===== src/hw/rtl/vgm2o_pkg.sv =====
// ============================================================================
// VGM to OPL2 converter package
// Shared types, command codes and divider constants.
// ============================================================================
package vgm2o_pkg;

    // VGM command bytes
    localparam logic [7:0] CMD_WRITE     = 8'h5A;
    localparam logic [7:0] CMD_WAIT      = 8'h61;
    localparam logic [7:0] CMD_WAIT_NTSC = 8'h62;
    localparam logic [7:0] CMD_WAIT_PAL  = 8'h63;
    localparam logic [7:0] CMD_END       = 8'h66;
    localparam logic [3:0] CMD_SHORT_HI  = 4'h7;

    // fixed wait lengths in samples
    localparam logic [15:0] SAMPLES_NTSC = 16'h02DF;
    localparam logic [15:0] SAMPLES_PAL  = 16'h0372;

    // samples per 10 ms code; x/441 == (x*38044)>>24 exactly for any 16-bit x
    localparam logic [15:0] WAIT_DIVISOR = 16'd441;
    localparam logic [31:0] DIV_RECIP    = 32'd38044;
    localparam int          DIV_SHIFT    = 24;

    // header layout
    localparam logic [7:0]  MAGIC_LAST       = 8'd3;
    localparam logic [7:0]  VERSION_FIRST    = 8'd8;
    localparam logic [7:0]  VERSION_LAST     = 8'd11;
    localparam logic [7:0]  HDR_END_SHORT    = 8'd127;
    localparam logic [7:0]  HDR_END_LONG     = 8'd255;
    localparam logic [31:0] VERSION_LONG_HDR = 32'h0000_0161;
    localparam logic [7:0]  LOW_REG_LIMIT    = 8'd4;

    typedef enum logic [2:0] {
        PH_MAGIC,
        PH_HEADER,
        PH_CMD,
        PH_OP1,
        PH_OP2,
        PH_HALT
    } phase_t;

    typedef enum logic [2:0] {
        KIND_WRITE       = 3'd0,
        KIND_RUN10       = 3'd1,
        KIND_RUN1        = 3'd2,
        KIND_END         = 3'd3,
        KIND_BAD_MAGIC   = 3'd4,
        KIND_UNSUPPORTED = 3'd5
    } kind_t;

    typedef enum logic [2:0] {
        OP_WRITE,
        OP_WAIT,
        OP_SHORT,
        OP_END,
        OP_BAD_MAGIC,
        OP_UNSUPPORTED
    } op_code_t;

    typedef struct packed {
        logic [7:0] stream_byte;
        logic       start_of_file;
    } in_item_t;

    typedef struct packed {
        kind_t      kind;
        logic [7:0] register_number;
        logic [7:0] register_value;
        logic [7:0] repeat_count;
        logic       last;
    } result_t;

    // parsed operation; data is {reg,val}, samples, or remainder increment
    typedef struct packed {
        op_code_t    code;
        logic        clear;
        logic [15:0] data;
    } op_t;

    // one or two results caused by one operation
    typedef struct packed {
        logic    two;
        result_t first;
        result_t second;
    } group_t;

    function automatic logic [7:0] magic_byte(input logic [1:0] idx);
        logic [7:0] b;
        unique case (idx)
            2'd0: b = 8'h56;
            2'd1: b = 8'h67;
            2'd2: b = 8'h6D;
            2'd3: b = 8'h20;
            default: b = 8'h00;
        endcase
        return b;
    endfunction

endpackage


===== src/hw/rtl/vgm_to_opl2_command_converter.sv =====
// ============================================================================
// VGM to OPL2 command converter
// Parses a VGM byte stream into OPL2 register writes and wait-code runs.
// ============================================================================
// Path: a register write, end or error result passes the parser input register,
//   the quotient, rest and remainder-loop stages and the output register; a wait
//   also takes 2 steps in the remainder loop. Throughput: 1 byte per cycle while
//   byte_stall is low; a wait with two runs sends both out, the second via the hold slot.
// Reset: rst_n clears all control state; parser starts at header byte zero
//   with a zero time remainder. start_of_file does the same for one byte.
// ============================================================================
module vgm_to_opl2_command_converter (
    input  logic               clk,
    input  logic               rst_n,
    input  logic               byte_valid,
    output logic               byte_stall,
    input  vgm2o_pkg::in_item_t byte_data,
    output logic               result_valid,
    input  logic               result_stall,
    output vgm2o_pkg::result_t result_data
);

    // parser -> wait converter: one op per result-producing or
    // remainder-changing byte; bytes with no effect are dropped at the parser
    logic              op_valid;
    logic              op_ready;
    vgm2o_pkg::op_t    op;

    // wait converter -> emitter: groups of one or two results
    logic              grp_valid;
    logic              grp_ready;
    vgm2o_pkg::group_t grp;

    // Input register and header/command state machine. Magic check, version
    // capture and header skip all run here, one byte per cycle unless op_ready holds the parser.
    vgm2o_parser u_parser (
        .clk        (clk),
        .rst_n      (rst_n),
        .byte_valid (byte_valid),
        .byte_stall (byte_stall),
        .byte_data  (byte_data),
        .op_valid   (op_valid),
        .op_ready   (op_ready),
        .op         (op)
    );

    // Divide-by-441 pipeline. The 10 ms count is a reciprocal multiply; the
    // carried remainder loop first registers the sum and quotient, then the new
    // remainder.
    vgm2o_wait u_wait (
        .clk       (clk),
        .rst_n     (rst_n),
        .op_valid  (op_valid),
        .op_ready  (op_ready),
        .op        (op),
        .grp_valid (grp_valid),
        .grp_ready (grp_ready),
        .grp       (grp)
    );

    // Output register; a second run result waits in a hold slot.
    vgm2o_emit u_emit (
        .clk          (clk),
        .rst_n        (rst_n),
        .grp_valid    (grp_valid),
        .grp_ready    (grp_ready),
        .grp          (grp),
        .result_valid (result_valid),
        .result_stall (result_stall),
        .result_data  (result_data)
    );

    // ------------------------------------------------------------------------
    // Assertions
    // ------------------------------------------------------------------------

    // empty wait runs are never emitted
    a_run_nonzero: assert property (@(posedge clk) disable iff (!rst_n)
        result_valid && (result_data.kind == vgm2o_pkg::KIND_RUN10
            || result_data.kind == vgm2o_pkg::KIND_RUN1)
        |-> result_data.repeat_count != 8'd0)
        else $error("wait run with zero count");

    // writes to the low registers are dropped
    a_low_reg_drop: assert property (@(posedge clk) disable iff (!rst_n)
        result_valid && result_data.kind == vgm2o_pkg::KIND_WRITE
        |-> result_data.register_number > vgm2o_pkg::LOW_REG_LIMIT)
        else $error("low register write emitted");

    // only a 10 ms run can be followed by another result of the same byte
    a_first_of_pair: assert property (@(posedge clk) disable iff (!rst_n)
        result_valid && !result_data.last
        |-> result_data.kind == vgm2o_pkg::KIND_RUN10)
        else $error("non-final result is not a 10 ms run");

    // the 1 ms run of a pair follows directly
    a_pair_follows: assert property (@(posedge clk) disable iff (!rst_n)
        result_valid && !result_stall && !result_data.last
        |=> result_valid && result_data.kind == vgm2o_pkg::KIND_RUN1
            && result_data.last)
        else $error("second run of a pair missing");

endmodule


===== src/hw/rtl/vgm2o_parser.sv =====
// ============================================================================
// VGM byte parser
// Input register plus header/command decoder; forwards operations in order.
// ============================================================================
module vgm2o_parser (
    input  logic                clk,
    input  logic                rst_n,
    input  logic                byte_valid,
    output logic                byte_stall,
    input  vgm2o_pkg::in_item_t byte_data,
    output logic                op_valid,
    input  logic                op_ready,
    output vgm2o_pkg::op_t      op
);

    logic                in_valid_reg;
    vgm2o_pkg::in_item_t in_reg;

    vgm2o_pkg::phase_t phase_reg, phase_next, phase_eff;
    logic [7:0]        pos_reg, pos_next, pos_eff;
    logic [31:0]       ver_reg, ver_next, ver_eff;
    logic              good_reg, good_next, good_eff;
    logic              cmdw_reg, cmdw_next, cmdw_eff;
    logic [7:0]        opnd_reg, opnd_next, opnd_eff;
    logic              clr_reg;

    logic [7:0]  b;
    logic        sof;
    logic        magic_bad;
    logic        op_needed;
    logic        in_take;
    logic [15:0] short_n;
    logic [15:0] short_inc;

    assign b   = in_reg.stream_byte;
    assign sof = in_reg.start_of_file;

    // start_of_file restarts the parser before the byte is decoded
    always_comb
    begin
        if (sof)
        begin
            phase_eff = vgm2o_pkg::PH_MAGIC;
            pos_eff   = '0;
            ver_eff   = '0;
            good_eff  = 1'b1;
            cmdw_eff  = 1'b0;
            opnd_eff  = '0;
        end
        else
        begin
            phase_eff = phase_reg;
            pos_eff   = pos_reg;
            ver_eff   = ver_reg;
            good_eff  = good_reg;
            cmdw_eff  = cmdw_reg;
            opnd_eff  = opnd_reg;
        end
    end

    assign magic_bad = !good_eff || (b != vgm2o_pkg::magic_byte(pos_eff[1:0]));
    assign short_n   = 16'(b[3:0]) + 16'd1;
    assign short_inc = (short_n << 3) + (short_n << 1);

    // next state
    always_comb
    begin
        phase_next = phase_eff;
        pos_next   = pos_eff;
        ver_next   = ver_eff;
        good_next  = good_eff;
        cmdw_next  = cmdw_eff;
        opnd_next  = opnd_eff;
        unique case (phase_eff)
            vgm2o_pkg::PH_MAGIC:
            begin
                good_next = !magic_bad;
                if (pos_eff >= vgm2o_pkg::MAGIC_LAST)
                    phase_next = magic_bad ? vgm2o_pkg::PH_HALT : vgm2o_pkg::PH_HEADER;
                pos_next = pos_eff + 8'd1;
            end
            vgm2o_pkg::PH_HEADER:
            begin
                if (pos_eff >= vgm2o_pkg::VERSION_FIRST && pos_eff <= vgm2o_pkg::VERSION_LAST)
                    ver_next = ver_eff | (32'(b) << {pos_eff[1:0], 3'b000});
                if ((pos_eff == vgm2o_pkg::HDR_END_SHORT
                        && ver_eff < vgm2o_pkg::VERSION_LONG_HDR)
                        || pos_eff == vgm2o_pkg::HDR_END_LONG)
                    phase_next = vgm2o_pkg::PH_CMD;
                pos_next = pos_eff + 8'd1;
            end
            vgm2o_pkg::PH_CMD:
            begin
                priority if (b == vgm2o_pkg::CMD_WRITE || b == vgm2o_pkg::CMD_WAIT)
                begin
                    cmdw_next  = (b == vgm2o_pkg::CMD_WRITE);
                    phase_next = vgm2o_pkg::PH_OP1;
                end
                else if (b == vgm2o_pkg::CMD_WAIT_NTSC || b == vgm2o_pkg::CMD_WAIT_PAL
                        || b[7:4] == vgm2o_pkg::CMD_SHORT_HI)
                    phase_next = vgm2o_pkg::PH_CMD;
                else
                    phase_next = vgm2o_pkg::PH_HALT;
            end
            vgm2o_pkg::PH_OP1:
            begin
                opnd_next  = b;
                phase_next = vgm2o_pkg::PH_OP2;
            end
            vgm2o_pkg::PH_OP2:
                phase_next = vgm2o_pkg::PH_CMD;
            default:
                phase_next = vgm2o_pkg::PH_HALT;
        endcase
    end

    // operation output
    always_comb
    begin
        op_needed  = 1'b0;
        op.code    = vgm2o_pkg::OP_WRITE;
        op.data    = '0;
        // a restart clears the time remainder ahead of the next operation
        op.clear   = clr_reg || sof;
        unique case (phase_eff)
            vgm2o_pkg::PH_MAGIC:
            begin
                op_needed = (pos_eff >= vgm2o_pkg::MAGIC_LAST) && magic_bad;
                op.code   = vgm2o_pkg::OP_BAD_MAGIC;
            end
            vgm2o_pkg::PH_CMD:
            begin
                op_needed = 1'b1;
                priority if (b == vgm2o_pkg::CMD_WRITE || b == vgm2o_pkg::CMD_WAIT)
                    op_needed = 1'b0;
                else if (b == vgm2o_pkg::CMD_WAIT_NTSC)
                begin
                    op.code = vgm2o_pkg::OP_WAIT;
                    op.data = vgm2o_pkg::SAMPLES_NTSC;
                end
                else if (b == vgm2o_pkg::CMD_WAIT_PAL)
                begin
                    op.code = vgm2o_pkg::OP_WAIT;
                    op.data = vgm2o_pkg::SAMPLES_PAL;
                end
                else if (b == vgm2o_pkg::CMD_END)
                    op.code = vgm2o_pkg::OP_END;
                else if (b[7:4] == vgm2o_pkg::CMD_SHORT_HI)
                begin
                    op.code = vgm2o_pkg::OP_SHORT;
                    op.data = short_inc;
                end
                else
                    op.code = vgm2o_pkg::OP_UNSUPPORTED;
            end
            vgm2o_pkg::PH_OP2:
            begin
                if (cmdw_eff)
                begin
                    op_needed = opnd_eff > vgm2o_pkg::LOW_REG_LIMIT;
                    op.code   = vgm2o_pkg::OP_WRITE;
                    op.data   = {opnd_eff, b};
                end
                else
                begin
                    op_needed = 1'b1;
                    op.code   = vgm2o_pkg::OP_WAIT;
                    op.data   = {b, opnd_eff};
                end
            end
            default:
                op_needed = 1'b0;
        endcase
    end

    assign op_valid   = in_valid_reg && op_needed;
    assign in_take    = in_valid_reg && (!op_needed || op_ready);
    assign byte_stall = in_valid_reg && !in_take;

    always_ff @(posedge clk or negedge rst_n)
    begin
        if (!rst_n)
        begin
            in_valid_reg <= 1'b0;
            phase_reg    <= vgm2o_pkg::PH_MAGIC;
            pos_reg      <= '0;
            ver_reg      <= '0;
            good_reg     <= 1'b1;
            cmdw_reg     <= 1'b0;
            opnd_reg     <= '0;
            clr_reg      <= 1'b0;
        end
        else
        begin
            if (!byte_stall)
                in_valid_reg <= byte_valid;
            if (in_take)
            begin
                phase_reg <= phase_next;
                pos_reg   <= pos_next;
                ver_reg   <= ver_next;
                good_reg  <= good_next;
                cmdw_reg  <= cmdw_next;
                opnd_reg  <= opnd_next;
                if (op_needed)
                    clr_reg <= 1'b0;
                else if (sof)
                    clr_reg <= 1'b1;
            end
        end
    end

    always_ff @(posedge clk)
    begin
        if (!byte_stall && byte_valid)
            in_reg <= byte_data;
    end

endmodule


===== src/hw/rtl/vgm2o_wait.sv =====
// ============================================================================
// VGM wait converter
// Three-stage pipe: 10 ms quotient, scaled rest, then the remainder loop.
// ============================================================================
module vgm2o_wait (
    input  logic             clk,
    input  logic             rst_n,
    input  logic             op_valid,
    output logic             op_ready,
    input  vgm2o_pkg::op_t   op,
    output logic             grp_valid,
    input  logic             grp_ready,
    output vgm2o_pkg::group_t grp
);

    // stage 1: samples / 441
    logic               s1_valid_reg;
    vgm2o_pkg::op_t     s1_op_reg;
    logic [31:0]        s1_prod;
    logic [7:0]         s1_c10;
    logic               s1_ready;

    // stage 2: rest * 10
    logic               s2_valid_reg;
    vgm2o_pkg::op_t     s2_op_reg;
    logic [7:0]         s2_c10_reg;
    logic [15:0]        s2_c10x;
    logic [8:0]         s2_rest;
    logic [15:0]        s2_rest16;
    logic [15:0]        s2_arg;
    vgm2o_pkg::op_t     s2_fwd;
    logic               s2_ready;

    // stage 3: remainder loop, two steps for a wait
    logic               s3_valid_reg;
    vgm2o_pkg::op_t     s3_op_reg;
    logic [7:0]         s3_c10_reg;
    logic               s3_step_reg;
    logic [15:0]        sum_reg;
    logic [7:0]         q_reg;
    logic [15:0]        rem_reg;
    logic [15:0]        rem_eff;
    logic [15:0]        s3_sum;
    logic [31:0]        s3_prod;
    logic [15:0]        rem_new;
    logic               s3_is_wait;
    logic               s3_is_short;
    logic               s3_done;
    logic               s3_ready;

    assign s1_prod  = 32'(s1_op_reg.data) * vgm2o_pkg::DIV_RECIP;
    assign s1_c10   = s1_prod[vgm2o_pkg::DIV_SHIFT +: 8];
    assign s1_ready = !s1_valid_reg || s2_ready;
    assign op_ready = s1_ready;

    assign s2_c10x   = 16'(s2_c10_reg) * vgm2o_pkg::WAIT_DIVISOR;
    assign s2_rest   = 9'(s2_op_reg.data - s2_c10x);
    assign s2_rest16 = 16'(s2_rest);
    assign s2_arg    = (s2_op_reg.code == vgm2o_pkg::OP_WAIT)
                     ? (s2_rest16 << 3) + (s2_rest16 << 1)
                     : s2_op_reg.data;
    assign s2_ready  = !s2_valid_reg || s3_ready;

    // stage 2 operation with its data replaced by the stage 3 argument
    always_comb
    begin
        s2_fwd      = s2_op_reg;
        s2_fwd.data = s2_arg;
    end

    assign s3_is_wait  = (s3_op_reg.code == vgm2o_pkg::OP_WAIT);
    assign s3_is_short = (s3_op_reg.code == vgm2o_pkg::OP_SHORT);
    assign rem_eff     = s3_op_reg.clear ? 16'd0 : rem_reg;
    assign s3_sum      = rem_eff + s3_op_reg.data;
    assign s3_prod     = 32'(s3_sum) * vgm2o_pkg::DIV_RECIP;
    assign rem_new     = sum_reg - 16'(q_reg) * vgm2o_pkg::WAIT_DIVISOR;

    always_comb
    begin
        grp_valid                  = 1'b0;
        grp.two                    = 1'b0;
        grp.first.kind             = vgm2o_pkg::KIND_WRITE;
        grp.first.register_number  = '0;
        grp.first.register_value   = '0;
        grp.first.repeat_count     = '0;
        grp.first.last             = 1'b1;
        grp.second.kind            = vgm2o_pkg::KIND_RUN1;
        grp.second.register_number = '0;
        grp.second.register_value  = '0;
        grp.second.repeat_count    = q_reg;
        grp.second.last            = 1'b1;
        unique case (s3_op_reg.code)
            vgm2o_pkg::OP_WRITE:
            begin
                grp_valid                 = s3_valid_reg;
                grp.first.register_number = s3_op_reg.data[15:8];
                grp.first.register_value  = s3_op_reg.data[7:0];
            end
            vgm2o_pkg::OP_WAIT:
            begin
                // empty runs are skipped
                grp_valid = s3_valid_reg && s3_step_reg
                          && (s3_c10_reg != 8'd0 || q_reg != 8'd0);
                grp.two   = (s3_c10_reg != 8'd0) && (q_reg != 8'd0);
                if (s3_c10_reg != 8'd0)
                begin
                    grp.first.kind         = vgm2o_pkg::KIND_RUN10;
                    grp.first.repeat_count = s3_c10_reg;
                    grp.first.last         = (q_reg == 8'd0);
                end
                else
                begin
                    grp.first.kind         = vgm2o_pkg::KIND_RUN1;
                    grp.first.repeat_count = q_reg;
                end
            end
            vgm2o_pkg::OP_END:
            begin
                grp_valid      = s3_valid_reg;
                grp.first.kind = vgm2o_pkg::KIND_END;
            end
            vgm2o_pkg::OP_BAD_MAGIC:
            begin
                grp_valid      = s3_valid_reg;
                grp.first.kind = vgm2o_pkg::KIND_BAD_MAGIC;
            end
            vgm2o_pkg::OP_UNSUPPORTED:
            begin
                grp_valid      = s3_valid_reg;
                grp.first.kind = vgm2o_pkg::KIND_UNSUPPORTED;
            end
            default:
                grp_valid = 1'b0;
        endcase
    end

    assign s3_done  = s3_valid_reg && (!s3_is_wait || s3_step_reg)
                    && (!grp_valid || grp_ready);
    assign s3_ready = !s3_valid_reg || s3_done;

    always_ff @(posedge clk or negedge rst_n)
    begin
        if (!rst_n)
        begin
            s1_valid_reg <= 1'b0;
            s2_valid_reg <= 1'b0;
            s3_valid_reg <= 1'b0;
            s3_step_reg  <= 1'b0;
            rem_reg      <= '0;
        end
        else
        begin
            if (s1_ready)
                s1_valid_reg <= op_valid;
            if (s2_ready)
                s2_valid_reg <= s1_valid_reg;
            if (s3_ready)
                s3_valid_reg <= s2_valid_reg;
            if (s3_valid_reg && s3_is_wait && !s3_step_reg)
                s3_step_reg <= 1'b1;
            else if (s3_done)
                s3_step_reg <= 1'b0;
            if (s3_done && s3_is_wait)
                rem_reg <= rem_new;
            else if (s3_done && s3_is_short)
                rem_reg <= s3_sum;
            else if (s3_done && s3_op_reg.clear)
                rem_reg <= '0;
        end
    end

    always_ff @(posedge clk)
    begin
        if (s1_ready && op_valid)
            s1_op_reg <= op;
        if (s2_ready && s1_valid_reg)
        begin
            s2_op_reg  <= s1_op_reg;
            s2_c10_reg <= s1_c10;
        end
        if (s3_ready && s2_valid_reg)
        begin
            s3_op_reg  <= s2_fwd;
            s3_c10_reg <= s2_c10_reg;
        end
        if (s3_valid_reg && s3_is_wait && !s3_step_reg)
        begin
            sum_reg <= s3_sum;
            q_reg   <= s3_prod[vgm2o_pkg::DIV_SHIFT +: 8];
        end
    end

endmodule


===== src/hw/rtl/vgm2o_emit.sv =====
// ============================================================================
// VGM result emitter
// Output register with a hold slot for the second result of a group.
// ============================================================================
module vgm2o_emit (
    input  logic               clk,
    input  logic               rst_n,
    input  logic               grp_valid,
    output logic               grp_ready,
    input  vgm2o_pkg::group_t  grp,
    output logic               result_valid,
    input  logic               result_stall,
    output vgm2o_pkg::result_t result_data
);

    logic               out_valid_reg;
    vgm2o_pkg::result_t out_reg;
    logic               second_valid_reg;
    vgm2o_pkg::result_t second_reg;
    logic               out_free;

    assign out_free     = !out_valid_reg || !result_stall;
    assign grp_ready    = !second_valid_reg && out_free;
    assign result_valid = out_valid_reg;
    assign result_data  = out_reg;

    always_ff @(posedge clk or negedge rst_n)
    begin
        if (!rst_n)
        begin
            out_valid_reg    <= 1'b0;
            second_valid_reg <= 1'b0;
        end
        else if (out_free)
        begin
            if (second_valid_reg)
            begin
                out_valid_reg    <= 1'b1;
                second_valid_reg <= 1'b0;
            end
            else
            begin
                out_valid_reg    <= grp_valid;
                second_valid_reg <= grp_valid && grp.two;
            end
        end
    end

    always_ff @(posedge clk)
    begin
        if (out_free)
        begin
            if (second_valid_reg)
                out_reg <= second_reg;
            else if (grp_valid)
            begin
                out_reg    <= grp.first;
                second_reg <= grp.second;
            end
        end
    end

endmodule

===== config.mk =====
export PLATFORM = sky130hd
export DESIGN_NAME = vgm_to_opl2_command_converter
export DESIGN_NICKNAME = d
export VERILOG_FILES = /design/src/hw/rtl/vgm2o_pkg.sv /design/src/hw/rtl/vgm_to_opl2_command_converter.sv /design/src/hw/rtl/vgm2o_parser.sv /design/src/hw/rtl/vgm2o_wait.sv /design/src/hw/rtl/vgm2o_emit.sv
export SDC_FILE = /design/constraint.sdc
export NUM_CORES = 1
export LEC_CHECK = 0
export BUFFER_PORTS_ARGS = -buffer_cell sky130_fd_sc_hd__buf_4
export CAP_MARGIN = 15
export CORE_MARGIN = 2
export CORE_UTILIZATION = 60
export CTS_BUF_LIST = sky130_fd_sc_hd__clkbuf_8 sky130_fd_sc_hd__clkbuf_16
export DETAILED_ROUTE_END_ITERATION = 12
export PLACE_DENSITY = 0.77
export SYNTH_ARGS = -nofsm -noshare
export SYNTH_HDL_FRONTEND = slang
export SYNTH_SLANG_ARGS = --single-unit

===== constraint.sdc =====
create_clock -name clk -period 9.2 [get_ports clk]
set_input_delay 0.46 -clock clk [delete_from_list [all_inputs] [get_ports clk]]
set_output_delay 0.46 -clock clk [all_outputs]
set_load 0.02 [all_outputs]

==> summary.md, run 1 <==
| Metric | Value |
|---|---|
| # setup viols final | 0 |
| Final Net Count | 2543 |
| Flip-flop count of the largest register after layout | 32 |
| Starting DRC count in detailed routing | 849 |
| Final RePlAce weighted congestion | 0.880 |
| Grt ovf | 0 |
| H-tree levels | 1 |
| DIE AREA | between 30000 and 40000 um^2 |
| Area inside the core boundary | 33500 um^2 |
| RSZ-0062 raised after global routing | false |
| Cell chosen for the clock root | clkbuf_16 |
| Clk_lat worst skew | roughly 540 ps |
| Die height | approximately 190 um |
| Fraction of synthesized cell area taken by the top area cell type | roughly 22% |
| Number of global-route vias before repair | ~15000 |
| Clk pin slew, worst setup/hold paths | about 60 ps |
| Remaining number of nets flagged by the antenna check after routing | 0 |
| Final total negative setup slack | 0 ps |
| Critical path start-end classification | reg -> reg |
| Worst path max stage delay | approximately 540 ps |
| Post-cts resize count | 0 |
| Number of buffers added by the clock tree synthesis step | 25 |
| Maximum number of pins on one net before global-route repair | 75 |
| Crit. End Element | flop |
| Count of fill cells added during filler insertion | about 2600 |
| Worst slew margin relative to its limit | between 20% and 30% |
| Non-Filler Instances | 2480 |
| Most frequent cells in the layout | inv_1, ha_1, fa_1 |
| Highest fanout seen on the critical path | 18 |
| Ports placed on the boundary | 43 |
| Number of storage elements in the synthesis netlist | ~220 |
| Part of the cycle the worst path needs | between 90% and 100% |
| Die width | between 150 and 200 um |
| Final routed DRC violation total | 0 |
| Multi-input gate area | about 13000 um^2 |
| Area used by sequential logic in the layout | roughly 6300 um^2 |
| Register-to-register setup slack | 800 ps |
| Wirelength per Cell | 18.6 um |
| Unique masters post-synth | 78 |
| GRT Util Overall | between 20% and 30% |
| Maximum buffer depth of the clock tree | 3 |
| Biggest area contributors in the synthesized netlist | ha_1, edfxtp_1, fa_1 |
| Most common cell after layout, fill and taps aside | inv_1 |
| Final Max Tran Viols | 0 |
| Result of the run | complete, no violations |
| Row Count | 67 |
| Net count after synthesis | roughly 2500 |
| Post-DR vias/cell | 5.70 |
| Cell count after synthesis | ~2000 |
| Data arrival at the endpoint of the critical path | around 8700 ps |
| Count of buffers from port buffering | 42 |
| Number of sinks driven by the clock tree | roughly 220 |
| Cell type of the slowest stage on the worst timing path | fa_1 |
| Worst path most repeated cell | inv_1 |
| Wirelength, routed | approximately 46000 um |
| Class of the most critical hold timing path | in -> reg |
| Leading area contributor after synthesis | ha_1 |
| Post-synth top flop | edfxtp_1 |
| Starting Density | around three fifths |
| Max Clock Skew | between 15 and 20 ps |
| Worst-margin pin slew | 1090 ps |
| Category of the worst setup path launch point | flop |
| Mean cell area of the mapped netlist | about 10 um^2 |
| Total via count after detailed routing | ~14000 |
| Inst Count DP | 2432 |
| Share of synthesized area occupied by flip-flops and latches | between 30% and 40% |
| Pre-Repair DR Iteration Count | 6 |
| Global-route wire length before repair | about 77000 um |
| Number of enable-type register cells in the synthesized netlist | 145 |
| Max Clock Freq | ~120 MHz |
| Synth-to-Final Area Change | 8.67% |
| CTS tree | done |
| Number of antenna violations at the first check in global routing | 0 |
| Count of final hold-check violations | 0 |
| Synth warnings | 0 |
| Data required time at the worst endpoint | between 9000 and 10000 ps |
| Fraction of synthesis flops using an asynchronous set or reset pin | between 30% and 40% |
| Crit path time final | 8400 ps |
| Antenna cells | 0 |
| Sum of net half-perimeters after detailed placement | around 36000 um |
| Synthesized area | 20400 um^2 |
| Max-cap violation count | 0 |
| Fraction of final layout cells sized beyond drive strength 1 | under 10% |
==> what timing repair did <==
action	in CTS	in global routing
buffers inserted	0	0
hold endpoints to repair	3	0
hold buffers	1	0
==> metal layers <==
metal	share of wire, %	vias to the layer above	GRT usage, %
li1	-	6727	-
met1	42	6899	35.0
met2	49	402	47.5
met3	4.3	119	2.55
met4	4.7	0	11.3
met5	0	-	0
==> worst max-delay path, delay by kind of cell (launching register included) <==
kind                     cells  cell delay [ps]
AO/OA/AOI/OAI               13             3400
adder cells (fa/ha/maj)      7             2910
buffers and inverters        7              710
XOR/XNOR                     2              390
AND/OR/NAND/NOR              3              380
flip-flops                   1              320
==> final cells by class <==
class,count,area share [%]
clock buffer,28,3.06
clock inverter,18,0.807
inverter,390,6.60
multi-input combinational,1313,56.5
sequential,222,28.3
tap,448,2.53
timing repair buffer,61,2.17
==> Yosys cell counts, drive strengths merged (11+ instances only) <==
cell and count:
and2 29, fa 153, nand2 95, inv 390, nor3 37, nor2b 25, clkbuf 25, nand2b 14
ha 364, a21oi 106, o21ai 66, nor4 14, xor2 24, edfxtp 145, nand3 26, a21o 28
o21a 11, mux2i 11, dfrtp 76, nor2 95, xnor2 65
==> per-stage QoR <==
| stage | area [um^2] | util (%) | setup slack [ps] | hold slack (ps) |
|---|---|---|---|---|
| 2_1_floorplan | 20400 | - | 1900 | 164 |
| 3_3_place_gp | 21300 | 63.4 | 1160 | 281 |
| 3_5_place_dp | 21300 | 63.5 | 893 | 276 |
| 4_1_cts | 22100 | 66.0 | 827 | 71.5 |
| 5_1_grt | 22200 | 66.1 | 81.8 | 83.1 |
| 6_report | 22200 | 66.1 | 801 | 93.2 |
==> kinds of logic after synthesis <==
logic type	synth area share [%]
fa+ha+maj	37.3
buf+inv	7.91
simple gates	9.22
compound gates	10.1
flops	30.8
xor+xnor	3.89
mux	0.705
==> final timing paths <==
check / cells after the start / startpoint / to
setup / recovery: 32 / u_wait.s3_op_reg[16] / u_wait.q_reg[4]
hold / removal: 1 / byte_data[6] / u_parser.b[5]
setup reg to reg: 32 / u_wait.s3_op_reg[16] / u_wait.q_reg[4]
hold reg to reg: 0 / u_wait.s1_op_reg[16] / u_wait.s2_fwd[16]
max in group asynchronous: 3 / rst_n / u_wait.rem_reg[9]
min in group asynchronous: 2 / rst_n / u_parser.opnd_reg[4]
Power of run 1 is left out: the tool's default activity adds up to more than one toggle a clock period on the data nets, which glitch-free logic cannot reach.
==> run 2: changes to the inputs <==
--- a/config.mk
+++ b/config.mk
@@ -8,10 +8,9 @@
 export BUFFER_PORTS_ARGS = -buffer_cell sky130_fd_sc_hd__buf_4
 export CAP_MARGIN = 15
 export CORE_MARGIN = 2
-export CORE_UTILIZATION = 60
+export CORE_UTILIZATION = 40
 export CTS_BUF_LIST = sky130_fd_sc_hd__clkbuf_8 sky130_fd_sc_hd__clkbuf_16
 export DETAILED_ROUTE_END_ITERATION = 12
-export PLACE_DENSITY = 0.77
 export SYNTH_ARGS = -nofsm -noshare
 export SYNTH_HDL_FRONTEND = slang
 export SYNTH_SLANG_ARGS = --single-unit
==> summary.md, run 2 (same netlist as run 1, synthesis figures left out) <==
| Metric | Value |
|---|---|
| Result of the run | complete, no violations |
| Hold slack final | 102 ps (+8.34 ps) |
| Post-DR vias/cell | 5.11 (-10%) |
| Area inside the core boundary | 50300 um^2 (+50%) |
| Highest fanout seen on the critical path | 18 (unchanged) |
| Post-cts resize count | 0 (unchanged) |
| Flip-flop count of the largest register after layout | 32 (unchanged) |
| Number of sinks driven by the clock tree | 222 (unchanged) |
| Starting Density | 40.6% (-20 points) |
| # setup viols final | 0 (unchanged) |
| Clk_lat worst skew | 540 ps (about the same) |
| Synth-to-Final Area Change | 10.1% |
| Remaining number of nets flagged by the antenna check after routing | 0 (unchanged) |
| Critical path start-end classification | reg -> reg |
| Data required time at the worst endpoint | 9490 ps (about the same) |
| Class of the most critical hold timing path | in -> reg |
| GRT Util Overall | 17.9% (-9.4 points) |
| Max Clock Skew | 14.2 ps (-2.35 ps) |
| Data arrival at the endpoint of the critical path | 8650 ps (-30 ps) |
| Final routed DRC violation total | 0 (unchanged) |
| Final RePlAce weighted congestion | 0.850 (-3.4%) |
| Cell chosen for the clock root | clkbuf_16 |
| H-tree levels | 1 (unchanged) |
| Count of buffers from port buffering | 42 (unchanged) |
| Crit. End Element | flop |
| Total via count after detailed routing | 13852 (-2.1%) |
| Inst Count DP | 2660 (+9.4%) |
| Count of final hold-check violations | 0 (unchanged) |
| Number of buffer and inverter stages on the critical path | 7 (unchanged) |
| Wirelength, routed | 45600 um (-0.81%) |
| Fraction of final layout cells sized beyond drive strength 1 | 7.16% (+0.070 points) |
| Ports placed on the boundary | 43 (unchanged) |
| Clk pin slew, worst setup/hold paths | 60 ps (about the same) |
| Crit path max-delay family | adder cells |
| Most common cell after layout, fill and taps aside | inv_1 |
| Worst slew margin relative to its limit | 21.2% (-5.8 points) |
| Part of the cycle the worst path needs | 90.8% (-0.47 points) |
| Maximum buffer depth of the clock tree | 3 (unchanged) |
| Most frequent cells in the layout | inv_1, ha_1, fa_1 |
| Max-cap violation count | 0 (unchanged) |
| Worst path most repeated cell | inv_1 |
| Final Net Count | 2549 (+0.24%) |
| CTS tree | done |
| Worst path max stage delay | 660 ps (+120 ps) |
| Non-Filler Instances | 2712 (+9.4%) |
| Sum of net half-perimeters after detailed placement | 36400 um (+0.28%) |
| Die width | 230 um (+22%) |
| Number of global-route vias before repair | 14312 (-4.4%) |
| Cell type of the slowest stage on the worst timing path | edfxtp_1 |
| Worst-margin pin slew | 1170 ps (+83.7 ps) |
| Starting DRC count in detailed routing | 784 (-7.7%) |
| RSZ-0062 raised after global routing | false |
| Crit path time final | 8360 ps (-43.6 ps) |
| Final total negative setup slack | 0 ps (unchanged) |
| Row Count | 82 (+22%) |
| Pre-Repair DR Iteration Count | 5 (-1) |
| Wirelength per Cell | 16.8 um (-9.3%) |
| Category of the worst setup path launch point | flop |
| Global-route wire length before repair | 75800 um (-1.1%) |
| Max Clock Freq | 120 MHz (+0.52%) |
| DIE AREA | 52800 um^2 (+49%) |
| Final Max Tran Viols | 0 (unchanged) |
| Number of buffers added by the clock tree synthesis step | 27 (+8.0%) |
| Antenna cells | 0 (unchanged) |
| Die height | 230 um (+22%) |
| Grt ovf | 0 (unchanged) |
| Number of antenna violations at the first check in global routing | 0 (unchanged) |
| Maximum number of pins on one net before global-route repair | 55 (-27%) |
-- run 2: changes by cell type in the layout (fill, tap and decap cells not counted), sizes merged --
cell      change
buf           +3
inv           +1
bufinv        -1
clkinv        +3
clkinvlp      +2
-- run 2: cell type report --
type / count / area, um^2
Clock buffer: 27 / 676
Clock inverter: 23 / 176
Fill cell: 4765 / 27800
Multi-Input combinational cell: 1313 / 12500
Timing Repair Buffer: 65 / 490
Sequential cell: 222 / 6280
Tap cell: 672 / 841
Inverter: 390 / 1460
-- run 2: path summary, 6_finish.rpt --
kind                                 startpoint                   end  slack, ps  cells after the start
setup reg to reg           u_wait.s3_op_reg[16]       u_wait.q_reg[4]        840                     32
hold / removal                     byte_data[7]         u_parser.b[6]        100                      1
hold reg to reg            u_wait.s1_op_reg[18]     u_wait.s2_fwd[18]        420                      0
max in group asynchronous                 rst_n   u_parser.pos_reg[2]       7740                      3
setup / recovery           u_wait.s3_op_reg[16]       u_wait.q_reg[4]        840                     32
min in group asynchronous                 rst_n  u_parser.opnd_reg[2]        390                      2
-- run 2: routing by layer --
layer	vias to the layer above	routed length (um)	GRT usage, %
li1	6729	-	-
met1	6768	21400	25.1
met2	293	21400	29.7
met3	62	1890	2.08
met4	0	942	3.73
met5	-	0	0
-- run 2: timing repair --
action,CTS,global route
hold buffers,1,0
hold endpoints to repair,23,0
setup buffers,0,0
-- run 2: worst reg2reg max path, delay by kind of cell, from the launching register on --
family / cells / cell delay (ps)
flip-flops: 1 / 660
AND/OR/NAND/NOR: 3 / 290
adder cells (fa/ha/maj): 8 / 3080
buffers and inverters: 7 / 600
AO/OA/AOI/OAI: 12 / 2950
XOR/XNOR: 2 / 520
-- run 2: stage by stage --
step / worst slack, ps / instance area (um^2) / util (%)
3_5_place_dp: 894 / 21600 / 42.9
6_report: 845 / 22500 / 44.7
2_1_floorplan: 1900 / 20400 / -
4_1_cts: 850 / 22400 / 44.6
3_3_place_gp: 994 / 21600 / 42.9
5_1_grt: 189 / 22500 / 44.7
Power of run 2 is left out for the same reason.
